$ cat config.mk
export PLATFORM = sky130hd
export DESIGN_NAME = quicksort_lomuto_engine
export DESIGN_NICKNAME = d
export VERILOG_FILES = /design/src/sv/qle_pkg.sv /design/src/sv/qle_datapath.sv /design/src/sv/qle_controller.sv /design/src/sv/quicksort_lomuto_engine.sv
export SDC_FILE = /design/constraint.sdc
export NUM_CORES = 2
export LEC_CHECK = 0
export ABC_AREA = 0
export BUFFER_PORTS_ARGS = -buffer_cell sky130_fd_sc_hd__buf_2
export CORE_UTILIZATION = 25
export CTS_BUF_LIST = sky130_fd_sc_hd__clkbuf_4 sky130_fd_sc_hd__clkbuf_8
export CTS_CLUSTER_DIAMETER = 50
export DETAILED_ROUTE_END_ITERATION = 6
export GPL_ROUTABILITY_DRIVEN = 0
export MAX_ROUTING_LAYER = met4
export SLEW_MARGIN = 30
export SYNTH_ARGS = -nofsm -noshare
export SYNTH_HDL_FRONTEND = slang
export SYNTH_SLANG_ARGS = --single-unit
$ cat constraint.sdc
create_clock -name clk -period 14.7 [get_ports clk]
set_clock_uncertainty 0.1 [all_clocks]
set_input_delay 0 -clock clk [delete_from_list [all_inputs] [get_ports clk]]
set_output_delay 0 -clock clk [all_outputs]
set_load 0.05 [all_outputs]
$ cat src/sv/qle_pkg.sv
package qle_pkg;

  localparam int MAX_KEYS = 64;
  localparam int IDX_W    = (MAX_KEYS > 2) ? $clog2(MAX_KEYS) : 1;
  localparam int CNT_W    = $clog2(MAX_KEYS + 1);
  localparam int KEY_W    = 32;

  typedef logic [IDX_W-1:0] idx_t;
  typedef logic [CNT_W-1:0] cnt_t;

  typedef struct packed {
    logic signed [KEY_W-1:0] key;
    logic                    last;
  } in_item_t;

  typedef struct packed {
    logic signed [KEY_W-1:0] key_out;
    logic                    last_out;
  } out_item_t;

  // Pending range on the stack
  typedef struct packed {
    idx_t lo;
    idx_t hi;
  } range_t;

  // Key memory read address source
  typedef enum logic [1:0] {
    RD_HI,
    RD_J,
    RD_NXT
  } rd_sel_t;

  // Key memory write source
  typedef enum logic [2:0] {
    WR_NONE,
    WR_LOAD,
    WR_J_RDATA,
    WR_NXT_TMP,
    WR_HI_RDATA,
    WR_NXT_PIVOT
  } wr_sel_t;

  typedef struct packed {
    rd_sel_t rd_sel;
    wr_sel_t wr_sel;
    logic    init;
    logic    part_init;
    logic    piv_ld;
    logic    tmp_ld;
    logic    j_inc;
    logic    nxt_inc;
    logic    push_l;
    logic    push_r;
    logic    pop_rd;
    logic    pop_ld;
    logic    emit_init;
    logic    emit;
    logic    clear;
  } cmd_t;

  typedef struct packed {
    logic single;
    logic lt;
    logic nxt_eq_j;
    logic j_eq_hi;
    logic push_l_ok;
    logic push_r_ok;
    logic sp_zero;
    logic emit_end;
    logic part_only;
  } status_t;

endpackage

$ cat src/sv/qle_datapath.sv
module qle_datapath (
  input  logic              clk,
  input  logic              rst,
  input  qle_pkg::cmd_t     cmd,
  output qle_pkg::status_t  status,
  input  qle_pkg::in_item_t item,
  input  logic              cfg_valid,
  input  logic              cfg_data,
  output logic              strobe,
  output qle_pkg::out_item_t result
);

  logic signed [qle_pkg::KEY_W-1:0] kmem [qle_pkg::MAX_KEYS];
  logic signed [qle_pkg::KEY_W-1:0] krd;
  logic signed [qle_pkg::KEY_W-1:0] pivot;
  logic signed [qle_pkg::KEY_W-1:0] tmp;
  logic signed [qle_pkg::KEY_W-1:0] kwd;
  qle_pkg::range_t smem [qle_pkg::MAX_KEYS];
  qle_pkg::range_t srd;
  qle_pkg::range_t swd;
  qle_pkg::idx_t   kwa;
  qle_pkg::idx_t   kra;
  qle_pkg::idx_t   lo;
  qle_pkg::idx_t   hi;
  qle_pkg::idx_t   j;
  qle_pkg::idx_t   nxt;
  qle_pkg::idx_t   last_idx;
  qle_pkg::cnt_t   count;
  qle_pkg::cnt_t   sp;
  logic            full;
  logic            kwe;
  logic            part_only;
  logic            emit_last;
  logic [qle_pkg::IDX_W:0] nxt_w;
  logic [qle_pkg::IDX_W:0] lo_w;
  logic [qle_pkg::IDX_W:0] hi_w;

  assign full     = (count >= qle_pkg::CNT_W'(qle_pkg::MAX_KEYS));
  assign last_idx = qle_pkg::IDX_W'(count - qle_pkg::CNT_W'(1));
  assign nxt_w    = {1'b0, nxt};
  assign lo_w     = {1'b0, lo};
  assign hi_w     = {1'b0, hi};

  // Select key memory read address
  always_comb begin
    unique case (cmd.rd_sel)
      qle_pkg::RD_HI:  kra = hi;
      qle_pkg::RD_J:   kra = j;
      qle_pkg::RD_NXT: kra = nxt;
      default:         kra = j;
    endcase
  end

  // Select key memory write address and data
  always_comb begin
    kwe = 1'b1;
    kwa = j;
    kwd = krd;
    unique case (cmd.wr_sel)
      qle_pkg::WR_LOAD: begin
        kwe = !full;
        kwa = count[qle_pkg::IDX_W-1:0];
        kwd = item.key;
      end
      qle_pkg::WR_J_RDATA: begin
        kwa = j;
        kwd = krd;
      end
      qle_pkg::WR_NXT_TMP: begin
        kwa = nxt;
        kwd = tmp;
      end
      qle_pkg::WR_HI_RDATA: begin
        kwa = hi;
        kwd = krd;
      end
      qle_pkg::WR_NXT_PIVOT: begin
        kwa = nxt;
        kwd = pivot;
      end
      default: kwe = 1'b0;
    endcase
  end

  // Key memory: one write and one registered read a cycle
  always_ff @(posedge clk) begin
    if (kwe) begin
      kmem[kwa] <= kwd;
    end
    krd <= kmem[kra];
  end

  // Range stack memory
  always_comb begin
    if (cmd.push_l) begin
      swd.lo = lo;
      swd.hi = nxt - qle_pkg::IDX_W'(1);
    end else begin
      swd.lo = nxt + qle_pkg::IDX_W'(1);
      swd.hi = hi;
    end
  end

  always_ff @(posedge clk) begin
    if (cmd.push_l || cmd.push_r) begin
      smem[sp[qle_pkg::IDX_W-1:0]] <= swd;
    end
    srd <= smem[qle_pkg::IDX_W'(sp - qle_pkg::CNT_W'(1))];
  end

  // Control registers: count, stack pointer, mode, output strobe and last flag
  always_ff @(posedge clk) begin
    if (rst) begin
      count     <= '0;
      sp        <= '0;
      part_only <= 1'b0;
      strobe    <= 1'b0;
      emit_last <= 1'b0;
    end else begin
      if (cfg_valid) begin
        part_only <= cfg_data;
      end
      if (cmd.clear) begin
        count <= '0;
      end else if (cmd.wr_sel == qle_pkg::WR_LOAD && !full) begin
        count <= count + qle_pkg::CNT_W'(1);
      end
      if (cmd.push_l || cmd.push_r) begin
        sp <= sp + qle_pkg::CNT_W'(1);
      end else if (cmd.pop_rd) begin
        sp <= sp - qle_pkg::CNT_W'(1);
      end
      strobe    <= cmd.emit;
      emit_last <= cmd.emit && (j == last_idx);
    end
  end

  // Index and key working registers
  always_ff @(posedge clk) begin
    if (cmd.init) begin
      lo <= '0;
      hi <= last_idx;
    end else if (cmd.pop_ld) begin
      lo <= srd.lo;
      hi <= srd.hi;
    end
    if (cmd.part_init) begin
      j   <= lo;
      nxt <= lo;
    end else begin
      if (cmd.emit_init) begin
        j <= '0;
      end else if (cmd.j_inc || cmd.emit) begin
        j <= j + qle_pkg::IDX_W'(1);
      end
      if (cmd.nxt_inc) begin
        nxt <= nxt + qle_pkg::IDX_W'(1);
      end
    end
    if (cmd.piv_ld) begin
      pivot <= krd;
    end
    if (cmd.tmp_ld) begin
      tmp <= krd;
    end
  end

  // Status back to the controller
  assign status.single    = (count == qle_pkg::CNT_W'(1));
  assign status.lt        = ($signed(krd) < $signed(pivot));
  assign status.nxt_eq_j  = (nxt == j);
  assign status.j_eq_hi   = (j == hi);
  assign status.push_l_ok = (nxt_w > lo_w + (qle_pkg::IDX_W+1)'(1));
  assign status.push_r_ok = (nxt_w + (qle_pkg::IDX_W+1)'(1) < hi_w);
  assign status.sp_zero   = (sp == '0);
  assign status.emit_end  = (j == last_idx);
  assign status.part_only = part_only;

  assign result.key_out  = krd;
  assign result.last_out = emit_last;

endmodule

$ cat src/sv/qle_controller.sv
module qle_controller (
  input  logic             clk,
  input  logic             rst,
  input  logic             start,
  input  logic             last,
  input  qle_pkg::status_t status,
  output qle_pkg::cmd_t    cmd,
  output logic             busy
);

  typedef enum logic [3:0] {
    S_IDLE,
    S_SETUP,
    S_PIV,
    S_PIV_LD,
    S_SCAN,
    S_CMP,
    S_SWAP_A,
    S_SWAP_B,
    S_FIN_A,
    S_FIN_B,
    S_PUSH_L,
    S_PUSH_R,
    S_POP,
    S_POP_LD,
    S_EMIT_INIT,
    S_EMIT
  } state_t;

  state_t state;
  state_t state_next;

  // Decode commands and next state
  always_comb begin
    cmd        = '0;
    cmd.rd_sel = qle_pkg::RD_J;
    cmd.wr_sel = qle_pkg::WR_NONE;
    state_next = state;
    unique case (state)
      S_IDLE: begin
        if (start) begin
          cmd.wr_sel = qle_pkg::WR_LOAD;
          if (last) begin
            state_next = S_SETUP;
          end
        end
      end
      S_SETUP: begin
        cmd.init   = 1'b1;
        state_next = status.single ? S_EMIT_INIT : S_PIV;
      end
      S_PIV: begin
        cmd.rd_sel    = qle_pkg::RD_HI;
        cmd.part_init = 1'b1;
        state_next    = S_PIV_LD;
      end
      S_PIV_LD: begin
        cmd.piv_ld = 1'b1;
        state_next = S_SCAN;
      end
      S_SCAN: begin
        if (status.j_eq_hi) begin
          cmd.rd_sel = qle_pkg::RD_NXT;
          state_next = S_FIN_A;
        end else begin
          cmd.rd_sel = qle_pkg::RD_J;
          state_next = S_CMP;
        end
      end
      S_CMP: begin
        if (status.lt && status.nxt_eq_j) begin
          cmd.j_inc   = 1'b1;
          cmd.nxt_inc = 1'b1;
          state_next  = S_SCAN;
        end else if (status.lt) begin
          cmd.tmp_ld = 1'b1;
          cmd.rd_sel = qle_pkg::RD_NXT;
          state_next = S_SWAP_A;
        end else begin
          cmd.j_inc  = 1'b1;
          state_next = S_SCAN;
        end
      end
      S_SWAP_A: begin
        cmd.wr_sel = qle_pkg::WR_J_RDATA;
        state_next = S_SWAP_B;
      end
      S_SWAP_B: begin
        cmd.wr_sel  = qle_pkg::WR_NXT_TMP;
        cmd.j_inc   = 1'b1;
        cmd.nxt_inc = 1'b1;
        state_next  = S_SCAN;
      end
      S_FIN_A: begin
        cmd.wr_sel = qle_pkg::WR_HI_RDATA;
        state_next = S_FIN_B;
      end
      S_FIN_B: begin
        cmd.wr_sel = qle_pkg::WR_NXT_PIVOT;
        state_next = status.part_only ? S_EMIT_INIT : S_PUSH_L;
      end
      S_PUSH_L: begin
        cmd.push_l = status.push_l_ok;
        state_next = S_PUSH_R;
      end
      S_PUSH_R: begin
        cmd.push_r = status.push_r_ok;
        state_next = S_POP;
      end
      S_POP: begin
        if (status.sp_zero) begin
          state_next = S_EMIT_INIT;
        end else begin
          cmd.pop_rd = 1'b1;
          state_next = S_POP_LD;
        end
      end
      S_POP_LD: begin
        cmd.pop_ld = 1'b1;
        state_next = S_PIV;
      end
      S_EMIT_INIT: begin
        cmd.emit_init = 1'b1;
        state_next    = S_EMIT;
      end
      S_EMIT: begin
        cmd.rd_sel = qle_pkg::RD_J;
        cmd.emit   = 1'b1;
        if (status.emit_end) begin
          cmd.clear  = 1'b1;
          state_next = S_IDLE;
        end
      end
      default: state_next = S_IDLE;
    endcase
  end

  // Hold state and busy
  always_ff @(posedge clk) begin
    if (rst) begin
      state <= S_IDLE;
      busy  <= 1'b0;
    end else begin
      state <= state_next;
      busy  <= (state_next != S_IDLE);
    end
  end

endmodule

$ cat src/sv/quicksort_lomuto_engine.sv
// Loading: one key item a cycle; a non-final item leaves busy low. A lone key goes straight to emission.
// After the last key each Lomuto pass reads its pivot and scans its range. In full sort each range
// adds stack work (push left, push right, pop); in partition mode one pass leads to emission.
// The key memory does one read and one write a cycle. Emission: n results on consecutive cycles,
// no stall. Sync reset clears count, stack pointer and mode (full sort); key memory is not cleared.
module quicksort_lomuto_engine (
  input  logic               clk,
  input  logic               rst,
  input  logic               start,
  output logic               busy,
  input  qle_pkg::in_item_t  item,
  input  logic               cfg_valid,
  output logic               cfg_ready,
  input  logic               cfg_data,
  output logic               strobe,
  output qle_pkg::out_item_t result
);

  qle_pkg::cmd_t    cmd;
  qle_pkg::status_t status;

  // Take configuration at any time; the user must write it only while idle (not enforced)
  assign cfg_ready = 1'b1;

  qle_controller u_ctrl (
    .clk    (clk),
    .rst    (rst),
    .start  (start && !busy),
    .last   (item.last),
    .status (status),
    .cmd    (cmd),
    .busy   (busy)
  );

  qle_datapath u_dp (
    .clk       (clk),
    .rst       (rst),
    .cmd       (cmd),
    .status    (status),
    .item      (item),
    .cfg_valid (cfg_valid && cfg_ready),
    .cfg_data  (cfg_data),
    .strobe    (strobe),
    .result    (result)
  );

endmodule

* After elaboration in Yosys (flattened, before gate mapping) *
Memories as Yosys holds them, arrays and structs flattened. A register that Yosys moved wholly into a read port is not among the register bits.
Cells that the tools add are included.

storage, ports and cells
  bits in registers = 110
  word-level logic and storage cells = 125
  memory bits (writable) = 2816
  memories = 2
  bits of input ports = 38
  bits in latches = 0
  ROM bits = 0

cells by class
  equal/unequal tests = 25
  bitwise gates (word level) = 0
  divide/modulo/power cells = 0
  muxes and demuxes = 52
  order comparisons = 4
  multiply operators = 0
  shift operators = 0
  reduce and logical (&&, ||, !) cells = 20
  add/subtract/negate cells = 9

memories
  memory     depth  width  rd ports  clocked after memory_dff  write ports  line                source
  u_dp.kmem  64     32     1         1                         1            qle_datapath.sv:13  logic signed [qle_pkg::KEY_W-1:0] kmem [qle_pkg::MAX_KEYS];
  u_dp.smem  64     12     1         1                         1            qle_datapath.sv:18  qle_pkg::range_t smem [qle_pkg::MAX_KEYS];

operator list
  operator             count
  $pmux 32 s3          1
  $pmux 4 s15          1
  $mux 6               7
  $eq 4x4->1 const B   8
  $lt 32x32->1         1
  $mux 1               21
  $mux 4               5
  $eq 6x6->1           3
  $pmux 6 s3           1
  $eq 4x3->1 const B   4
  $pmux 3 s5           1
  $add 6x1->7 const B  2
  $add 7x1->7 const B  2
  $mux 2               7
  $mux 7               2
  $add 6x1->6 const B  2
  $mux 12              1
  $pmux 6 s2           1
  $sub 6x1->6 const B  2
  $eq 4x2->1 const B   2
  $eq 7x1->1 const B   1
  $ge 7x7->1 const B   1
  $gt 6x7->1           1
  $logic_not 7->1      1
  other kinds (21)     32

* Depth between registers and ports, before layout *
  depth in word-level cells = 9
  mapped depth = 19

* Cells and area by module *
Synthesis repeated with hierarchy kept, for this count alone.

second synthesis, totals
  cells, all modules = 6358
  area total of the unflattened synthesis = 118931.6 µm²

by module, submodules not included
  module                   cells each  instances  sequential area each (µm²)  area each (µm²)
  qle_datapath             6278        1          88364.7                     118353.5
  qle_controller           77          1          100.1                       553.0
  quicksort_lomuto_engine  3           1          0.0                         25.0

* Worst setup path before layout *
OpenSTA, ideal clock, no wires.

  path kind = reg2reg
  from = register u_dp.lo[0]
  to = memory u_dp.smem[0][3] (netlist bit), data pin
  period minus slack after synthesis = 5491 ps
  path buffers = 1
  setup slack = 9209 ps
  arrival = 4689 ps
  stages on the path, launching flop included = 13
  cells stage by stage = dfxtp_1 -> ha_1 -> inv_1 -> ha_1 -> nor2b_1 -> o21a_1 -> o21a_1 -> o21ai_0 -> nand2b_1 -> a21oi_1 -> or4_1 -> clkbuf_1 -> o21ai_0

RTL lines
  item                    line                 source
  start, declared         qle_datapath.sv:23   qle_pkg::idx_t lo;
  start signal, assigned  qle_datapath.sv:144  lo <= srd.lo;
  end, declared           qle_datapath.sv:18

* Worst setup path after layout *
  from = register u_ctrl.state[2]
  to = register u_dp.krd[21] (netlist bit) (read register of u_dp.kmem)

between the ends
  longest elaborated chain between the ends = 4
  elaborated cells between the ends (all ways) = 7
  classes of those cells = 4 x eq/ne; 2 x mux; 1 x reduce/logical

ends and longest elaborated chain
  item                                                  line                   source
  start, declared                                       qle_controller.sv:30   state_t state;
  start signal, assigned                                qle_controller.sv:144  state <= state_next;
  $eq 4x3->1 / $eq 4x2->1 (equally long branches)       qle_controller.sv:39   unique case (state)
  $pmux 2 s3 *                                          qle_controller.sv:39
  $eq 2x2->1 / $logic_not 2->1 (equally long branches)  qle_datapath.sv:46     unique case (cmd.rd_sel)
  $pmux 6 s2 *                                          qle_datapath.sv:46
  end, declared                                         qle_datapath.sv:14     logic signed [qle_pkg::KEY_W-1:0] krd;

Every way passes the cells marked *; elsewhere a longest branch is shown, timed or not.
A chain may end at the register's enable or synchronous reset.

==> reports/qor.csv <==
stage;metric;value;unit
power_and_ir_drop;ir_drop;0.00007328;V
status;outcome;finished clean;
setup_path;endpoint_kind;register;
routing;vias;68460;
grt;grt_first_pass_wirelength;479800;µm
cells_and_area;fin_nets;7677;
floorplan;dieWidth;685.2;µm
grt;grt_start_max_net_pins;181;
setup_path;rrSetupSlack;6.80;ns
clock_tree;htree_levels;5;
setup_path;ff2ff_path_depth;14;
clock_tree;ctsLongestPathBuffers;4;
timing;setup_viol;0;
synth;synth_largest_area_cell;edfxtp_1;
routing;drt_first_pass_iters;6;
timing;period_needed;7.903;ns
setup_path;path_cells;inv_1 > nor2_2 > nand2_1 > or2_2 > nor4_1 > nor2_2 > o221ai_4 > buf_12 > buf_12 > buf_4 > mux2i_1 > a221oi_1 > nor4_1 > nand4_1;
clock_tree;clk_pin_slew;0.08;ns
placed_design;hpwl;187400;µm
routing;via_per_inst;4.847;
floorplan;core_area;464200;µm²
cells_and_area;drive_above_1_share;18.34;%
synth;async_flop_share;0;%
clock_tree;cts_buffers;438;
timing;finalSetupTns;0;ns
placed_design;dpl_cell_area;125900;µm²
cells_and_area;multi_input_area;27110;µm²
synth;synth_top_cell_area_share;74.58;%
setup_path;arrival;8.53;ns
power_and_ir_drop;power.density;122.8;nW/µm²
cells_and_area;seq_area;88470;µm²
synth;synth_edf_count;2898;
grt;grt_antenna_before_repair;26;
cells_and_area;fillerInstances;45830;
setup_path;required;15.32;ns
routing;post_drt_wl_per_cell;24.09;µm
setup_path;startpoint_type;register;
synth;synthCells;7247;
setup_path;critPathMaxStageDelay;1.04;ns
setup_path;startpoint;u_ctrl.state[2];
min_path;min_path_type;input port to register;
synth;synth_area_per_cell;16.10;µm²
synth;synth.area.top_cells;edfxtp_1 (75%), mux4_2 (4.9%), nand2_1 (4.3%);
clock_tree;cts_root_buf;clkbuf_8;
grt;grt_pass1_vias;66600;
timing;finalHoldViolations;0;
setup_path;r2r-start;u_ctrl.state[2];
power_and_ir_drop;total_leakage_power;42.67;nW
synth;yosys_warnings;0;
routing;drt_iter0_markers;8509;
routing;drtAntennaViolNets;0;
synth;synth.distinct_cells;73;
timing;tightest_slew;1.213;ns
clock_tree;cts_sinks;2970;
synth;ys_seq_area_share;75.81;%
job;drv.max_cap_violation_count;0;
floorplan;rows;250;
floorplan;die_h;685.2;µm
routing;drt_wl_total;340300;µm
cells_and_area;area_delta_synth_final;15.70;%
timing;fmax;126.5;MHz
grt;grt_use_total;14.23;%
setup_path;crit_type;register to register;
timing;slew_headroom;19.11;%
floorplan;die-area;469500;µm²
synth;synthFlopType;edfxtp_1;
setup_path;crit_slowest_cell;nor4_1;
cells_and_area;finalInstanceArea;135000;µm²
clock_tree;clock_insertion_delay_worst_skew;1.06;ns
clock_tree;cts_tree;done;
synth;synthesis.nets;7336;
timing;fin_crit_sh;53.76;%
routing;drc;0;
setup_path;endpoint;u_dp.krd[21];
setup_path;timing.rr.end;u_dp.krd[21];
timing;slew_viol_final;0;
placed_design;io_buffers;72;
timing;rsz0062_at_grt;no;
synth;syn_area;116700;µm²
floorplan;pin_count;74;
synth;ys_ff_latch;2970;
setup_path;path_max_fanout;163;
grt;overflow;0;
floorplan;initial_utilization;25.14;%
## layout make-up
type / count / share of cell area [%]
Clock buffer: 585 / 5.361
Clock inverter: 194 / 0.9583
Multi-Input combinational cell: 3752 / 20.08
Antenna cell: 25 / 0.04634
Sequential cell: 2970 / 65.53
Tap cell: 6174 / 5.722
Inverter: 58 / 0.1613
Timing Repair Buffer: 368 / 2.145
## stage by stage
| stage | power (mW) | utilization (%) | cells | hold slack (ns) | worst slack, ns |
|---|---|---|---|---|---|
| final | 16.57 | 29.08 | 14130 | 0.1998 | 6.797 |
| after global routing | 17.02 | 29.08 | 14120 | 0.1501 | 6.768 |
| after CTS | 16.66 | 29.05 | 14100 | 0.1179 | 7.196 |
| after detailed placement | 10.11 | 27.12 | 13270 | 0.1519 | 7.228 |
| after global placement | 10.08 | 27.06 | 13270 | 0.1397 | 5.739 |
| after floorplan | 9.842 | - | 7247 | -0.01915 | 9.209 |
## worst max-delay path, delay by kind of cell (launching register included)
kind / cells / cell delay, ns
muxes: 1 / 0.26
and+or+nand+nor: 7 / 3.27
AOI/OAI and AO/OA: 2 / 0.44
buffers and inverters: 4 / 2.12
DFF: 1 / 0.83
## repair_timing
action | CTS | global route
hold buffers | 46 | 0
setup buffers | 0 | 0
setup endpoints to repair | 0 | 0
hold endpoints to repair | 1951 | 0
gates resized for setup | 0 | 0
## power by group
part           internal [mW]  switching [mW]  total, mW  leakage, nW
Sequential              9.41          0.0199       9.43         26.6
Combinational         0.0894           0.431      0.521         11.5
Clock                   3.43            3.19       6.62         4.51
## layout by cell type, fill, tap and decap left out, types with 13 or more instances in the layout
master	n
buf_2	72
clkinv_1	113
nand4_1	62
a21oi_4	34
a221o_1	33
dfxtp_1	71
nor2_4	69
nand3_1	285
nor4_2	22
mux4_2	252
edfxtp_1	2898
xnor2_1	26
nand2_1	1329
clkbuf_4	130
clkbuf_8	455
a221oi_1	89
and4_1	17
o21ai_0	63
nor2_2	23
a22o_1	27
inv_1	58
nand2b_1	15
a21oi_1	255
buf_4	233
xor2_1	20
bufinv_16	13
clkinv_2	47
o22ai_1	75
a31oi_1	148
a32oi_1	206
diode_2	25
nor3_1	16
dlygate4sd3_1	46
or2_2	14
ha_1	50
or3_1	13
nor2_1	124
mux2i_1	306
and3_1	24
## kinds of logic (layout without fill, tap and decap cells)
| family | count (synthesis) | count (layout) | share of synthesized area (%) |
|---|---|---|---|
| compound gates | 1021 | 1021 | 6.093 |
| simple gates | 2068 | 2068 | 7.513 |
| mux | 562 | 562 | 7.527 |
| fa+ha+maj | 51 | 51 | 0.5469 |
| flops | 2970 | 2970 | 75.81 |
| buf+inv | 525 | 1205 | 2.136 |
| xor+xnor | 49 | 49 | 0.3678 |
| other cells | 1 | 26 | 0.003214 |
## flip-flops by register name (all words and copies together) (netlist names)
name,count
u_ctrl.busy,1
u_ctrl.state,4
u_dp.count,7
u_dp.emit_last,1
u_dp.hi,6
u_dp.j,6
u_dp.kmem,2048
u_dp.krd,32
u_dp.lo,6
u_dp.nxt,6
u_dp.part_only,1
u_dp.pivot,32
u_dp.smem,768
u_dp.sp,7
u_dp.srd,12
u_dp.strobe,1
u_dp.tmp,32
## how the worst min path moves through the flow
stage                        to  depth (start not counted)      start  slack, ns
6_report          u_dp.count[1]                          6      start       0.20
5_1_grt        u_dp.kmem[12][3]                          4    item[4]       0.15
4_1_cts          u_dp.part_only                          5  cfg_valid       0.12
3_5_place_dp     u_dp.part_only                          3   cfg_data       0.15
3_3_place_gp     u_dp.part_only                          3   cfg_data       0.14
2_1_floorplan   u_ctrl.state[0]                          1        rst      -0.02
## Yosys cell counts, drive strengths merged (6+ instances only)
cell / instances
nor2b: 13
a32oi: 206
buf: 280
a221o: 33
a31oi: 152
a221oi: 93
mux4: 252
a32o: 8
nor4: 32
nor2: 216
nand2: 1329
edfxtp: 2898
nand3: 287
clkbuf: 187
and4: 17
a21oi: 289
nand2b: 15
or2: 14
nor3: 20
a22o: 27
a22oi: 9
inv: 58
nand4: 62
or3: 13
a211oi: 8
mux2i: 306
dfxtp: 72
a2111oi: 6
o21ai: 74
o22ai: 75
ha: 51
and3: 24
and2: 10
xnor2: 29
xor2: 20
## per-layer routing
layer	track usage (%)	routed length, µm	vias up	share of wire [%]
met5	-	0	-	0
li1	-	-	29050	-
met2	22.50	161300	3590	47
met3	2.690	30390	666	8.9
met1	17.76	133000	35160	39
met4	6.409	15550	0	4.6
No activity file was read; power rests on OpenSTA's default activity.
